<file path="src/sv/pidf_pkg.sv">
// Package for the filtered-derivative PID unit.
// Holds word types, register indexes, command codes, widths and saturating add and subtract helpers.
// No dependencies.
package pidf_pkg;

  localparam int SIG_W  = 32;
  localparam int FRAC_W = 16;
  localparam int ACC_W  = 64;
  localparam int CFG_AW = 3;
  localparam int CFG_DW = 32;

  localparam logic [CFG_AW-1:0] REG_DT    = 3'd0;
  localparam logic [CFG_AW-1:0] REG_KP    = 3'd1;
  localparam logic [CFG_AW-1:0] REG_KI    = 3'd2;
  localparam logic [CFG_AW-1:0] REG_KD    = 3'd3;
  localparam logic [CFG_AW-1:0] REG_TAU   = 3'd4;
  localparam logic [CFG_AW-1:0] REG_LIMIT = 3'd5;

  localparam logic [1:0] CMD_UPDATE = 2'd0;
  localparam logic [1:0] CMD_CLEAR  = 2'd1;
  localparam logic [1:0] CMD_LOAD1  = 2'd2;
  localparam logic [1:0] CMD_LOAD2  = 2'd3;

  typedef struct packed {
    logic [1:0]              cmd;
    logic signed [SIG_W-1:0] setpoint;
    logic signed [SIG_W-1:0] measurement;
    logic signed [SIG_W-1:0] feedforward;
    logic signed [SIG_W-1:0] load_value;
  } in_word_t;

  typedef struct packed {
    logic signed [SIG_W-1:0] drive;
    logic                    clamped;
  } out_word_t;

  function automatic logic signed [ACC_W-1:0] sat_add(
      input logic signed [ACC_W-1:0] a, input logic signed [ACC_W-1:0] b);
    logic signed [ACC_W:0] s;
    logic signed [ACC_W-1:0] r;
    s = {a[ACC_W-1], a} + {b[ACC_W-1], b};
    if (s[ACC_W] != s[ACC_W-1]) begin
      r = s[ACC_W] ? {1'b1, {(ACC_W-1){1'b0}}} : {1'b0, {(ACC_W-1){1'b1}}};
    end else begin
      r = s[ACC_W-1:0];
    end
    return r;
  endfunction

  function automatic logic signed [ACC_W-1:0] sat_sub(
      input logic signed [ACC_W-1:0] a, input logic signed [ACC_W-1:0] b);
    logic signed [ACC_W:0] s;
    logic signed [ACC_W-1:0] r;
    s = {a[ACC_W-1], a} - {b[ACC_W-1], b};
    if (s[ACC_W] != s[ACC_W-1]) begin
      r = s[ACC_W] ? {1'b1, {(ACC_W-1){1'b0}}} : {1'b0, {(ACC_W-1){1'b1}}};
    end else begin
      r = s[ACC_W-1:0];
    end
    return r;
  endfunction

endpackage

</file>
<file path="src/sv/pidf_div.sv">
// Restoring divider, one quotient bit per cycle.
// Computes trunc(n * 2^FRAC / d) for d > 0, saturated to 64 bits. Depends on pidf_pkg.
module pidf_div (
  input  logic                              clk,
  input  logic                              rst_n,
  input  logic                              start,
  input  logic signed [pidf_pkg::ACC_W-1:0] num,
  input  logic [31:0]                       den,
  output logic                              done,
  output logic signed [pidf_pkg::ACC_W-1:0] result
);

  localparam int W  = pidf_pkg::ACC_W;
  localparam int DW = W + pidf_pkg::FRAC_W;

  logic                busy_r;
  logic                done_r;
  logic [6:0]          cnt_r;
  logic                neg_r;
  logic [DW-1:0]       dd_r;
  logic [31:0]         rem_r;
  logic [31:0]         den_r;
  logic signed [W-1:0] res_r;

  logic [32:0]         trial;
  logic                qbit;
  logic [DW-1:0]       lim;
  logic [DW-1:0]       mag;

  always_comb begin
    trial = {rem_r, dd_r[DW-1]};
    qbit  = trial >= {1'b0, den_r};
    lim   = {{(DW-W){1'b0}}, 1'b0, {(W-1){1'b1}}} + {{(DW-1){1'b0}}, neg_r};
    mag   = (dd_r > lim) ? lim : dd_r;
  end

  always_ff @(posedge clk) begin
    if (!rst_n) begin
      busy_r <= 1'b0;
      done_r <= 1'b0;
      cnt_r  <= '0;
    end else begin
      done_r <= 1'b0;
      if (start) begin
        busy_r <= 1'b1;
        cnt_r  <= '0;
        neg_r  <= num[W-1];
        dd_r   <= {(num[W-1] ? W'(-num) : W'(num)), {pidf_pkg::FRAC_W{1'b0}}};
        rem_r  <= '0;
        den_r  <= den;
      end else if (busy_r) begin
        if (cnt_r == 7'(DW)) begin
          res_r  <= neg_r ? -$signed(mag[W-1:0]) : $signed(mag[W-1:0]);
          done_r <= 1'b1;
          busy_r <= 1'b0;
        end else begin
          cnt_r <= cnt_r + 7'd1;
          rem_r <= qbit ? 32'(trial - {1'b0, den_r}) : trial[31:0];
          dd_r  <= {dd_r[DW-2:0], qbit};
        end
      end
    end
  end

  assign done   = done_r;
  assign result = res_r;

endmodule

</file>
<file path="config.mk">
export PLATFORM = sky130hd
export DESIGN_NAME = pidf_div
export DESIGN_NICKNAME = d
export VERILOG_FILES = /design/src/sv/pidf_pkg.sv /design/src/sv/pidf_div.sv
export SDC_FILE = /design/constraint.sdc
export NUM_CORES = 1
export LEC_CHECK = 0
export BUFFER_PORTS_ARGS = -buffer_cell sky130_fd_sc_hd__buf_2
export CORE_ASPECT_RATIO = 2
export CORE_MARGIN = 2
export CORE_UTILIZATION = 50
export CTS_CLUSTER_DIAMETER = 60
export DETAILED_ROUTE_END_ITERATION = 8
export PLACE_DENSITY_LB_ADDON = 0.15
export SLEW_MARGIN = 20
export SYNTH_ARGS = -nofsm -noshare
export SYNTH_HDL_FRONTEND = slang
export SYNTH_SLANG_ARGS = --single-unit
</file>
<file path="constraint.sdc">
create_clock -name clk -period 9.1 [get_ports clk]
set_clock_uncertainty 0.2 [all_clocks]
set_input_delay 0.91 -clock clk [delete_from_list [all_inputs] [get_ports clk]]
set_output_delay 0.91 -clock clk [all_outputs]
set_load 0.005 [all_outputs]
</file>
# After elaboration in Yosys (flattened, before gate mapping)
# Cells that the tools add are included.
[classes]
add_sub_neg = 5
n_lt_le_gt_ge = 2
n_eq_ne = 2
mux = 13
bitwise_logic = 4
reduce_logical = 7
[ops]
columns = ["operator", "count"]
rows = [
  ["two-way mux 80 bit", 3],
  ["two-way mux 64 bit", 3],
  ["negator 64 bit", 2],
  ["two-way mux 32 bit", 3],
  ["greater-than comparator 80 x 64 -> 1 bit", 1],
  ["adder 63 x 1 -> 64 bit (first input constant)", 1],
  [">= comparator 33 x 32 -> 1 bit", 1],
  ["subtractor 32 bit", 1],
  ["adder 7 x 1 -> 7 bit (second input constant)", 1],
  ["== test 7 bit (second input constant)", 1],
  ["two-way mux 1 bit", 4],
  ["NOT 1 bit", 4],
  ["AND reduction 2 bit", 2],
  ["AND reduction 4 bit", 1],
  ["AND reduction 3 bit", 1],
  ["OR reduction 3 bit", 1],
  ["!= test 2 bit (second input constant)", 1],
  ["nonzero test 2 bit", 1],
  ["OR reduction 2 bit", 1],
]
[totals]
register_bits = 218
in_bits = 99
out_inout_bits = 65

# Depth between registers and ports, before layout
[depth]
depth_word = 5
depth_mapped = 23

# Worst setup path before layout
# No wires, ideal clock.
[synth_timing]
path_type = "register to register"
startpoint = "register neg_r"
endpoint = "register res_r[52], in the netlist result[52] (data pin)"
setup_ns = 0.255
arrival_time_ns = 6.418
t_required_ns = 8.645
slack_ns = 2.227
path_stages_with_launch = 22
synth_period_minus_slack_ns = 6.873
path_cell_list = "edfxtp_1 inv_1 clkbuf_1 clkbuf_1 clkbuf_1 ha_1 nand4_1 nor4_1 nand4_1 o2111a_1 a21o_1 clkbuf_1 buf_1 clkbuf_1 a21oi_1 ha_1 clkbuf_1 nand3_1 mux2i_1 o21ai_1 or4_1 and3_1"
[synth_via]
elab_chain_cells = 5
[synth_lines]
columns = ["element", "line_no", "rtl"]
rows = [
  ["start, declared", "pidf_div.sv:19", "logic neg_r;"],
  ["start signal, assigned", "pidf_div.sv:47", "neg_r <= num[W-1];"],
  ["adder 63 x 1 -> 64 bit", "pidf_div.sv:33", "lim = {{(DW-W){1'b0}}, 1'b0, {(W-1){1'b1}}} + {{(DW-1){1'b0}}, neg_r};"],
  ["greater-than comparator 80 x 64 -> 1 bit", "pidf_div.sv:34", "mag = (dd_r > lim) ? lim : dd_r;"],
  ["two-way mux 64 bit", "pidf_div.sv:34", ""],
  ["negator 64 bit", "pidf_div.sv:53", "res_r <= neg_r ? -$signed(mag[W-1:0]) : $signed(mag[W-1:0]);"],
  ["two-way mux 64 bit (*)", "pidf_div.sv:53", ""],
  ["end signal, assigned", "pidf_div.sv:53", ""],
  ["end, declared", "pidf_div.sv:23", "logic signed [W-1:0] res_r;"],
]
# Mark *: on every way between the ends. The rest lies on a longest branch, timed or not.
# A chain may end at the register's enable or synchronous reset.

# Worst setup path after layout
[layout_timing]
startpoint = "register neg_r"
endpoint = "register res_r[56], in the netlist result[56] (data pin)"
# The elaborated chain is that of the path after synthesis.

==> reports/results.txt <==
Row count: 89
Post-synthesis mux area share: 0.864%
1st-iter DRT viols: 1007
CP max stage delay: 0.63 ns
Crit path required time: 9.16 ns
Synthesized area per cell: 9.34 µm²
Routability cong.: 0.984
CP startpoint kind: flip-flop
Wire per inst: 20.3 µm
Post-DP HPWL: 31.7 mm
Slowest CP cell: nor4_1
Nets: 1921
Share of the synthesized area in the top cell type: 42.1%
Clk sinks: 218
EDFF count, synth: 209
Fraction of registers with async set/reset: 0%
Pint: 1860 µW
Max Fclk: 156 MHz
Met3 wire length: 2.04 mm
Cell Pwr Density: 157 nW/µm²
# fillers: 2687
Post-CTS setup buffer count: 0
Worst min path class: reg2reg
Final TNS setup: 0 ns
Final hold viol count: 0
Met2 routed WL: 22.7 mm
Worst-Margin Slew: 1.05 ns
Std-Cell Core Area: 29400 µm²
RSZ-0062 raised after global routing: false
Peak supply drop: 0.000167 V
Yosys synthesis warning count: 0
Synth Area in Simple Gates: 19.5%
Syn nets: 1796
Sw Ratio: 28.8%
Most frequent cells in the layout: edfxtp_1, a21oi_1, buf_2
GRT Total Usage: 26.8%
Yosys cell types: 81
Cell mode on critical path: a21oi_1
Top post-synthesis cells by area: edfxtp_1, ha_1, a21oi_1
Clock slew at reported path FFs: 0.07 ns
Period Utilization, post-route: 70.5%
Layout cell share with drive strength beyond 1: 14.3%
Synth Area in Adders: 8.53%
Die ar.: 31300 µm²
Yosys reg bits: 218
Syn Inst Count: 1596
DIE WIDTH: 126 µm
Worst skew pair latency: 0.52 ns
I/O pin total: 164
Combinational power share: 20.3%
CP Cell Sequence: buf_4, inv_1, ha_1, nand4_1, nor4_1, nand4_1, o2111a_1, a21o_1, nor2_1, a21oi_1, ha_1, buf_4, inv_1, o31ai_1, a21oi_1, a21oi_1, a211oi_1, a21oi_1
Met1 Wirelength: 15.4 mm
Post-synthesis compound-gate area fraction: 18.7%
Status: finished clean
Leak: 0.00634 µW
Sw Pwr: 754 µW
Hold depth: 2
Cell taking the most area after synthesis: edfxtp_1
Cell count after placement: 2063
Routed WL: 42.7 mm
Reg power frac: 47.2%
ANT nets after route: 0
Clock root cell: clkbuf_16
Register area share after synthesis: 43.3%
CTS Buf Count: 20
CTS max path bufs: 3
Vias per cell: 6.15
Vias in the first global route: 12600
Endpoints failing setup: 0
Gr ovfl total: 0
Max_slew headroom: 29.3%
Post-route DRC: 0
Global-route wire length before repair: 66.7 mm
Most common cell after layout, fill and taps aside: edfxtp_1
Area Overhead vs Synth: 11.9%
Synth Flop Type: edfxtp_1
Pre-Repair DR Iteration Count: 6
Vias: 12900
Initial antenna violation count: 4
CP Data Arrival Time: 6.48 ns
Fin crit period: 6.41 ns
Largest family of logic cells by synthesized area: simple AND/OR/NAND/NOR gates
Critical path class: reg2reg
CP Capture Type: flip-flop
Max cap viols: 0
Hold_buf cts: 0
Die Y: 248 µm
FF-to-FF path depth: 18
TritonCTS clock tree: done
Post-Layout Cell Count: 2101
Post-synthesis xor/xnor area fraction: 5.52%
CTS H-tree depth: 1
Post-CTS Resized: 0
Port-buffer cells: 163
Slew Viols, Final: 0
Crit-path max FO: 67
Top Layer Used: met5
Clock Power Share: 32.5%
Initial Util: 50.7%
Synthesized area: 14900 µm²
Largest net degree at the start of global routing: 99
worst max-delay path: cells and delay by family, from the launching register on:
kind	cells	cell delay, ns
fa+ha+maj	2	0.67
buf+inv	4	1.71
compound gates	8	1.92
simple gates	4	1.30
flops	1	0.32
area by class of cell:
type	instances	area (µm²)	share of cell area (%)
Timing Repair Buffer	176	918	5.51
Tap cell	364	455	2.73
Multi-Input combinational cell	1238	7950	47.7
Inverter	67	251	1.51
Clock inverter	11	103	0.615
Clock buffer	24	537	3.22
Sequential cell	218	6460	38.7
Antenna cell	3	7.51	0.0450
power by group through the flow:
stage          Combinational (µW)  Sequential (µW)  Clock [µW]
3_5_place_dp                  528             1250           0
5_1_grt                       600             1240         899
2_1_floorplan                 384             1230           0
3_3_place_gp                  512             1250           0
4_1_cts                       531             1230         868
6_report                      532             1230         849
cells in the mapped netlist, types with 4 or more instances:
cell type,instances
nand3b_1,5
nor2_1,152
nand2b_1,11
o21a_1,12
edfxtp_1,209
a21o_1,15
nor4_1,23
a21boi_0,4
nand2_1,152
dfxtp_1,9
nor3_1,57
o311ai_0,20
ha_1,100
or3_4,5
or3_1,27
o21ai_0,95
clkbuf_1,64
a211o_1,4
mux2i_1,5
and3_1,11
inv_1,67
o41ai_1,11
xnor2_1,24
nor2b_1,19
nand4_1,31
nand3_1,35
a41oi_1,5
buf_1,6
xor2_1,70
o31ai_1,21
mux2_2,7
or2_2,11
a31oi_1,9
a22o_1,4
a211oi_1,10
or4_1,13
o211ai_1,5
o21bai_1,7
a21oi_1,193
flip-flops by register name, summed over array words and instances, names as in the netlist:
| register | count |
|---|---|
| neg_r | 1 |
| done | 1 |
| dd_r | 80 |
| cnt_r | 7 |
| den_r | 32 |
| rem_r | 32 |
| busy_r | 1 |
| result | 64 |
cells by family after synthesis:
family,count (synthesis)
AND/OR/NAND/NOR,580
XOR/XNOR,94
flip-flops,218
multiplexers,12
AO/OA/AOI/OAI,451
adder cells (fa/ha/maj),101
buffers and inverters,140
through the flow:
step	hold slack (ns)	setup WS (ns)	cell area, µm²	total power [µW]	utilization [%]
after floorplan	0.257	2.23	14900	1620	-
after global placement	0.285	3.01	16000	1770	54.5
after detailed placement	0.305	2.77	16000	1780	54.5
after CTS	0.314	2.78	16700	2630	56.7
after global routing	0.339	2.21	16700	2740	56.7
final	0.312	2.69	16700	2620	56.7
per-layer routing:
layer  track usage [%]  up-vias
met5                 0        -
met4              16.7        2
met3              3.03      119
met2              49.5      454
met1              28.9     6129
li1                  -     6227
final timing paths:
check | from | to | slack (ns)
min reg2reg | cnt_r[5] | cnt_r[5] | 0.31
max reg2reg | neg_r | result[56] | 2.69
min | cnt_r[5] | cnt_r[5] | 0.31
max | neg_r | result[56] | 2.69
Power figures use the tool's default switching activity.
