[src/sv/pidf_pkg.sv]
// Package for the filtered-derivative PID unit.
// Holds word types, register indexes, command codes, widths and saturating add and subtract helpers.
// No dependencies.
package pidf_pkg;

  localparam int SIG_W  = 32;
  localparam int FRAC_W = 16;
  localparam int ACC_W  = 64;
  localparam int CFG_AW = 3;
  localparam int CFG_DW = 32;

  localparam logic [CFG_AW-1:0] REG_DT    = 3'd0;
  localparam logic [CFG_AW-1:0] REG_KP    = 3'd1;
  localparam logic [CFG_AW-1:0] REG_KI    = 3'd2;
  localparam logic [CFG_AW-1:0] REG_KD    = 3'd3;
  localparam logic [CFG_AW-1:0] REG_TAU   = 3'd4;
  localparam logic [CFG_AW-1:0] REG_LIMIT = 3'd5;

  localparam logic [1:0] CMD_UPDATE = 2'd0;
  localparam logic [1:0] CMD_CLEAR  = 2'd1;
  localparam logic [1:0] CMD_LOAD1  = 2'd2;
  localparam logic [1:0] CMD_LOAD2  = 2'd3;

  typedef struct packed {
    logic [1:0]              cmd;
    logic signed [SIG_W-1:0] setpoint;
    logic signed [SIG_W-1:0] measurement;
    logic signed [SIG_W-1:0] feedforward;
    logic signed [SIG_W-1:0] load_value;
  } in_word_t;

  typedef struct packed {
    logic signed [SIG_W-1:0] drive;
    logic                    clamped;
  } out_word_t;

  function automatic logic signed [ACC_W-1:0] sat_add(
      input logic signed [ACC_W-1:0] a, input logic signed [ACC_W-1:0] b);
    logic signed [ACC_W:0] s;
    logic signed [ACC_W-1:0] r;
    s = {a[ACC_W-1], a} + {b[ACC_W-1], b};
    if (s[ACC_W] != s[ACC_W-1]) begin
      r = s[ACC_W] ? {1'b1, {(ACC_W-1){1'b0}}} : {1'b0, {(ACC_W-1){1'b1}}};
    end else begin
      r = s[ACC_W-1:0];
    end
    return r;
  endfunction

  function automatic logic signed [ACC_W-1:0] sat_sub(
      input logic signed [ACC_W-1:0] a, input logic signed [ACC_W-1:0] b);
    logic signed [ACC_W:0] s;
    logic signed [ACC_W-1:0] r;
    s = {a[ACC_W-1], a} - {b[ACC_W-1], b};
    if (s[ACC_W] != s[ACC_W-1]) begin
      r = s[ACC_W] ? {1'b1, {(ACC_W-1){1'b0}}} : {1'b0, {(ACC_W-1){1'b1}}};
    end else begin
      r = s[ACC_W-1:0];
    end
    return r;
  endfunction

endpackage

[src/sv/pidf_mul.sv]
// Iterative fixed-point multiplier: four 32x32 partial products per operation.
// Floors the product by the fraction width and saturates to 64 bits.
// Depends on pidf_pkg.
module pidf_mul (
  input  logic                                  clk,
  input  logic                                  rst_n,
  input  logic                                  start,
  input  logic signed [pidf_pkg::ACC_W-1:0]     op_a,
  input  logic signed [pidf_pkg::ACC_W-1:0]     op_b,
  output logic                                  done,
  output logic signed [pidf_pkg::ACC_W-1:0]     result
);

  localparam int W = pidf_pkg::ACC_W;
  localparam int H = W / 2;
  localparam int FRAC_SH = pidf_pkg::FRAC_W;

  logic               busy_r;
  logic               done_r;
  logic [2:0]         cnt_r;
  logic               neg_r;
  logic [W-1:0]       ua_r;
  logic [W-1:0]       ub_r;
  logic [W-1:0]       prod_r;
  logic [6:0]         sh_r;
  logic [2*W-1:0]     acc_r;
  logic signed [W-1:0] res_r;

  logic [H-1:0]       a_half;
  logic [H-1:0]       b_half;
  logic [6:0]         sh_nxt;
  logic               lost;
  logic [2*W-FRAC_SH-1:0] rnd;
  logic [2*W-FRAC_SH-1:0] lim;
  logic [2*W-FRAC_SH-1:0] mag;
  logic signed [W-1:0] fin;

  always_comb begin
    a_half = cnt_r[1] ? ua_r[W-1:H] : ua_r[H-1:0];
    b_half = cnt_r[0] ? ub_r[W-1:H] : ub_r[H-1:0];
    sh_nxt = {cnt_r[1] & cnt_r[0], cnt_r[1] ^ cnt_r[0], 5'd0};
    lost   = |acc_r[FRAC_SH-1:0];
    rnd    = acc_r[2*W-1:FRAC_SH] + {{(2*W-FRAC_SH-1){1'b0}}, neg_r & lost};
    lim    = {{(W-FRAC_SH){1'b0}}, 1'b0, {(W-1){1'b1}}}
             + {{(2*W-FRAC_SH-1){1'b0}}, neg_r};
    mag    = (rnd > lim) ? lim : rnd;
    fin    = neg_r ? -$signed(mag[W-1:0]) : $signed(mag[W-1:0]);
  end

  always_ff @(posedge clk) begin
    if (!rst_n) begin
      busy_r <= 1'b0;
      done_r <= 1'b0;
      cnt_r  <= '0;
    end else begin
      done_r <= 1'b0;
      if (start) begin
        busy_r <= 1'b1;
        cnt_r  <= '0;
        neg_r  <= op_a[W-1] ^ op_b[W-1];
        ua_r   <= op_a[W-1] ? W'(-op_a) : W'(op_a);
        ub_r   <= op_b[W-1] ? W'(-op_b) : W'(op_b);
        acc_r  <= '0;
      end else if (busy_r) begin
        cnt_r <= cnt_r + 3'd1;
        if (cnt_r < 3'd4) begin
          prod_r <= {{H{1'b0}}, a_half} * {{H{1'b0}}, b_half};
          sh_r   <= sh_nxt;
        end
        if (cnt_r >= 3'd1 && cnt_r <= 3'd4) begin
          acc_r <= acc_r + ({{W{1'b0}}, prod_r} << sh_r);
        end
        if (cnt_r == 3'd5) begin
          res_r  <= fin;
          done_r <= 1'b1;
          busy_r <= 1'b0;
        end
      end
    end
  end

  assign done   = done_r;
  assign result = res_r;

endmodule

[config.mk]
export PLATFORM = sky130hd
export DESIGN_NAME = pidf_mul
export DESIGN_NICKNAME = d
export VERILOG_FILES = /design/src/sv/pidf_pkg.sv /design/src/sv/pidf_mul.sv
export SDC_FILE = /design/constraint.sdc
export NUM_CORES = 2
export LEC_CHECK = 0
export BUFFER_PORTS_ARGS = -buffer_cell sky130_fd_sc_hd__buf_2
export CORE_ASPECT_RATIO = 1.75
export CORE_MARGIN = 2
export CORE_UTILIZATION = 66
export CTS_CLUSTER_SIZE = 12
export DETAILED_ROUTE_END_ITERATION = 7
export HOLD_SLACK_MARGIN = 0.02
export PLACE_DENSITY_LB_ADDON = 0.1
export REMOVE_ABC_BUFFERS = 1
export SETUP_SLACK_MARGIN = 0.3
export SKIP_CTS_REPAIR_TIMING = 1
export SLEW_MARGIN = 15
export SYNTH_ARGS = -nofsm -noshare
export SYNTH_HDL_FRONTEND = slang
export SYNTH_SLANG_ARGS = --single-unit
[constraint.sdc]
create_clock -name clk -period 11.6 [get_ports clk]
set_input_delay 0.58 -clock clk [delete_from_list [all_inputs] [get_ports clk]]
set_output_delay 0.58 -clock clk [all_outputs]
set_load 0.01 [all_outputs]
==> summary.md, run 1 <==
| Metric | Value |
|---|---|
| Synthesized instance count | 7222 |
| Yosys reg bits | 392 |
| Async SR Flop Fraction | 0% |
| Post-synthesis mux area share | 2.87% |
| Commonest cells post-synth | inv_1, nor2_1, fa_1 |
| Post-Synth Adder-Cell Area | 37.2% |
| DP Wirelength | 208000 um |
| Post-Synth Simple-Gate Area | 17.4% |
| Ys flop type | edfxtp_1 |
| Global-route usage over all layers | 58.9% |
| CTS Buffer Depth | 3 |
| Die Width | 239 um |
| CTS buffer count | 42 |
| Top cell type by total area after synthesis | fa_1 |
| Distinct cell type count after synthesis | 77 |
| GP Congestion | 1.13 |
| Most frequent cell after synthesis | inv_1 |
| Global-route wire length before repair | 424000 um |
| Largest net degree at the start of global routing | 92 |
| Vias in the first global route | 64.2k |
| Largest cells by area after synthesis | fa_1, edfxtp_1, ha_1, inv_1, nor2_1 |
| Starting density of the core | 66.7% |
| Main combinational cell family by area after synthesis | adder cells |
| Stop stage | global routing (5_1_grt) |
| DIE HEIGHT | 415 um |
| Grt total ovfl | 17 |
| Syn_area_per_cell | 8.83 sq um |
| Post-synth EDFFs | 387 |
| Row count | 150 |
| Port Buf Inserts | 195 |
| Root buffer cell | clkbuf_16 |
| Synth Area in Compound Gates | 10.9% |
| IO Count | 196 |
| Err | [ERROR GRT-0116] Global routing finished with congestion. Check the congestion regions in the DRC Viewer. |
| Top cell type's share of synthesized area | 28.1% |
| Run status | did not finish |
| Ys Warns | 0 |
| Dpl ws | 1080 ps |
| CTS sink count | 392 |
| Synthesized cell area | 0.0638 sq mm |
| Sequential area share after synthesis | 18.4% |
| Post-Synth XOR/XNOR Area | 5.24% |
| CTS HTree Levels | 2 |
==> metal layers <==
metal | overflow | track usage, %
met5 | 0 | 2.33
met4 | 10 | 67.8
met3 | 1 | 28.6
met2 | 6 | 87.9
met1 | 0 | 54.2
==> cells by family after synthesis <==
kind of cell,count (synthesis)
buffers and inverters,1358
AND/OR/NAND/NOR,2470
flip-flops,392
multiplexers,175
XOR/XNOR,382
adder cells (fa/ha/maj),1358
AO/OA/AOI/OAI,1087
==> metrics by stage <==
step                instances  hold WS (ps)  cell area (sq um)  utilization [%]
floorplan                6908           500              62600                -
global placement         8464           627              66500             69.4
detailed placement       8464           641              66500             69.5
CTS                      8536           144              67700             70.8
==> inputs of run 2 (changes only) <==
CORE_ASPECT_RATIO = not set   (was 1.75)
CORE_UTILIZATION = 40   (was 66)
CTS_CLUSTER_SIZE = not set   (was 12)
HOLD_SLACK_MARGIN = not set   (was 0.02)
PLACE_DENSITY_LB_ADDON = 0.15   (was 0.1)
SETUP_SLACK_MARGIN = not set   (was 0.3)
==> summary.md, run 2 <==
| Metric | Value |
|---|---|
| Run status | finished, final reports clean |
| FF-to-FF path depth | 29 |
| Core region area | 0.158 sq mm |
| Worst-path fanout max | 25 |
| Routed len/inst | 25.3 um |
| Top cell type by total area after synthesis | fa_1 |
| CP Class | reg -> reg |
| Worst-Skew Late Latency | 670 ps |
| Layout cells sized above 1 | 7.89% |
| Top cell type's share of synthesized area | 28.1% (unchanged) |
| Post-Layout Cell Count | 9394 |
| Worst Path Required | 11990 ps |
| Worst r2r src | cnt_r[1] |
| Distinct cell type count after synthesis | 77 (unchanged) |
| Syn_area_per_cell | 8.83 sq um (unchanged) |
| Reg with most FFs | acc_r |
| Maxcap violations | 0 |
| Final worst slack | 1180 ps |
| Vias in the first global route | 53.8k |
| Register area | 0.0117 sq mm |
| Crit end category | flip-flop |
| Die Width | 403 um (+69%) |
| Worst Hold Depth | 1 |
| Port Buf Inserts | 195 (unchanged) |
| IO Count | 196 (unchanged) |
| CTS tree | built |
| HP Start | op_b[0] |
| Startpoint Class | flip-flop |
| Most frequent CP cell | fa_1 |
| CTS buffer count | 49 (+17%) |
| Detail-routed via count per cell | 5.67 |
| RSZ-0062 raised after global routing | false |
| Fillers | 15.7k |
| Fmax | 0.0960 GHz |
| Async SR Flop Fraction | 0% (unchanged) |
| CTS Buffer Depth | 3 (unchanged) |
| Post-synth EDFFs | 387 (unchanged) |
| Final Hold Viols | 0 |
| Ys flop type | edfxtp_1 |
| Root buffer cell | clkbuf_16 |
| Sequential area share after synthesis | 18.4% (unchanged) |
| Main combinational cell family by area after synthesis | adder cells |
| Reg2reg setup slack | 1180 ps |
| Hold crit path type | in -> reg |
| Commonest cells after routing, fill and taps aside | inv_1, nor2_1, fa_1 |
| Hold Path Sink | ub_r[0] |
| Post-synthesis mux area share | 2.87% (unchanged) |
| Least-Margin Pin Slew | 1280 ps |
| Clock Pin Slew Worst Setup and Hold Paths | 60 ps |
| Crit share post-route | 89.8% |
| Worst path max stage delay | 810 ps |
| Yosys reg bits | 392 (unchanged) |
| DIE HEIGHT | 403 um (-2.9%) |
| Max_slew headroom | 13.3% |
| Most common cell after layout, fill and taps aside | inv_1 |
| Fin Setup TNS | 0 ps |
| GP Congestion | 0.987 (-13%) |
| Post-Synth Simple-Gate Area | 17.4% (unchanged) |
| Router iterations before antenna repair | 8 |
| Ys Warns | 0 (unchanged) |
| Synthesized cell area | 0.0638 sq mm (unchanged) |
| Initial DRC count | 4676 |
| Commonest cells post-synth | inv_1, nor2_1, fa_1 |
| # setup viols final | 0 |
| Largest register FFs | 128 |
| Max Slew Vio Count | 0 |
| Fin nets | 8772 |
| Final ANT Viol Nets | 0 |
| Synth Area in Compound Gates | 10.9% (unchanged) |
| ANT cells | 0 |
| DP Wirelength | 195000 um (-6.3%) |
| Layout area overhead | 8.33% |
| Row count | 146 (-2.7%) |
| Dpl ws | 1250 ps (+171 ps) |
| Most frequent cell after synthesis | inv_1 |
| Starting density of the core | 40.3% (-26 points) |
| Largest net degree at the start of global routing | 131 |
| Routed wire length | 238000 um |
| R2R Path End | prod_r[63] |
| Vias post-DR | 53.3k |
| Die area | 0.163 sq mm |
| Crit path time final | 10420 ps |
| CTS sink count | 392 (unchanged) |
| WP data arrival | 10810 ps |
| Crit-path slowest cell | mux2i_2 |
| CTS HTree Levels | 2 (unchanged) |
| Post-Synth XOR/XNOR Area | 5.24% (unchanged) |
| Area of the multi-input gates | 0.0472 sq mm |
| Global-route wire length before repair | 352000 um |
| Post-Synth Adder-Cell Area | 37.2% (unchanged) |
| Synthesized instance count | 7222 (unchanged) |
| Largest cells by area after synthesis | fa_1, edfxtp_1, ha_1, inv_1, nor2_1 |
| Antenna violations before repair | 2 |
| Residual DRC | 0 |
| Fin Clk Skew | 55.2 ps |
| Global-route usage over all layers | 29.1% |
| Cells after DPL | 9304 (+9.9%) |
| Grt total ovfl | 0 |
## run 2: cell counts after synthesis
No cell type changed its count.
## run 2: worst max-delay path, delay by kind of cell (launching register included)
| family | cells | cell delay [ps] |
|---|---|---|
| adders and majority gates | 9 | 4530 |
| AOI/OAI and AO/OA | 11 | 3150 |
| muxes | 1 | 810 |
| buffers and inverters | 6 | 810 |
| DFF | 1 | 640 |
| xor gates and xnor gates | 1 | 120 |
| and+or+nand+nor | 1 | 80 |
## run 2: logic make-up after synthesis
logic type / Yosys count
mux: 175
xor+xnor: 382
buf+inv: 1358
compound gates: 1087
fa+ha+maj: 1358
flops: 392
simple gates: 2470
## run 2: worst max path at each step
stage                 endpoint  depth (start not counted)  startpoint  slack, ps
global placement    prod_r[62]                         28    cnt_r[0]       1410
global route        prod_r[63]                         30    cnt_r[1]        720
CTS                 prod_r[63]                         28    cnt_r[0]       1240
detailed placement  prod_r[63]                         28    cnt_r[0]       1250
finish              prod_r[63]                         29    cnt_r[1]       1180
floorplan           result[52]                         29       neg_r        160
## run 2: cell type report
cell class,instances,share of cell area [%]
Timing Repair Buffer,324,2.87
Clock inverter,36,0.619
Clock buffer,54,1.80
Multi-Input combinational cell,5472,68.3
Inverter,1044,5.67
Sequential cell,392,17.0
Tap cell,2072,3.75
## run 2: through the flow
step	cell area, sq um	hold slack (ps)	util, %
detailed placement	67400	673	42.6
CTS	69100	143	43.6
global placement	67400	665	42.6
floorplan	62600	500	-
global route	69100	161	43.6
finish	69100	160	43.6
## run 2: layer usage
layer  global-route usage, %  up-vias  share of wire [%]
met3                    4.30      493                7.0
met1                    37.4    26500                 40
met2                    47.8     2214                 47
met4                    14.3        2                5.9
li1                        -    24000                  -
met5                       0        -             0.0050
Power of run 2 is not shown: default switching activity piles up to over one toggle a cycle in this logic, so the estimate is an artifact.
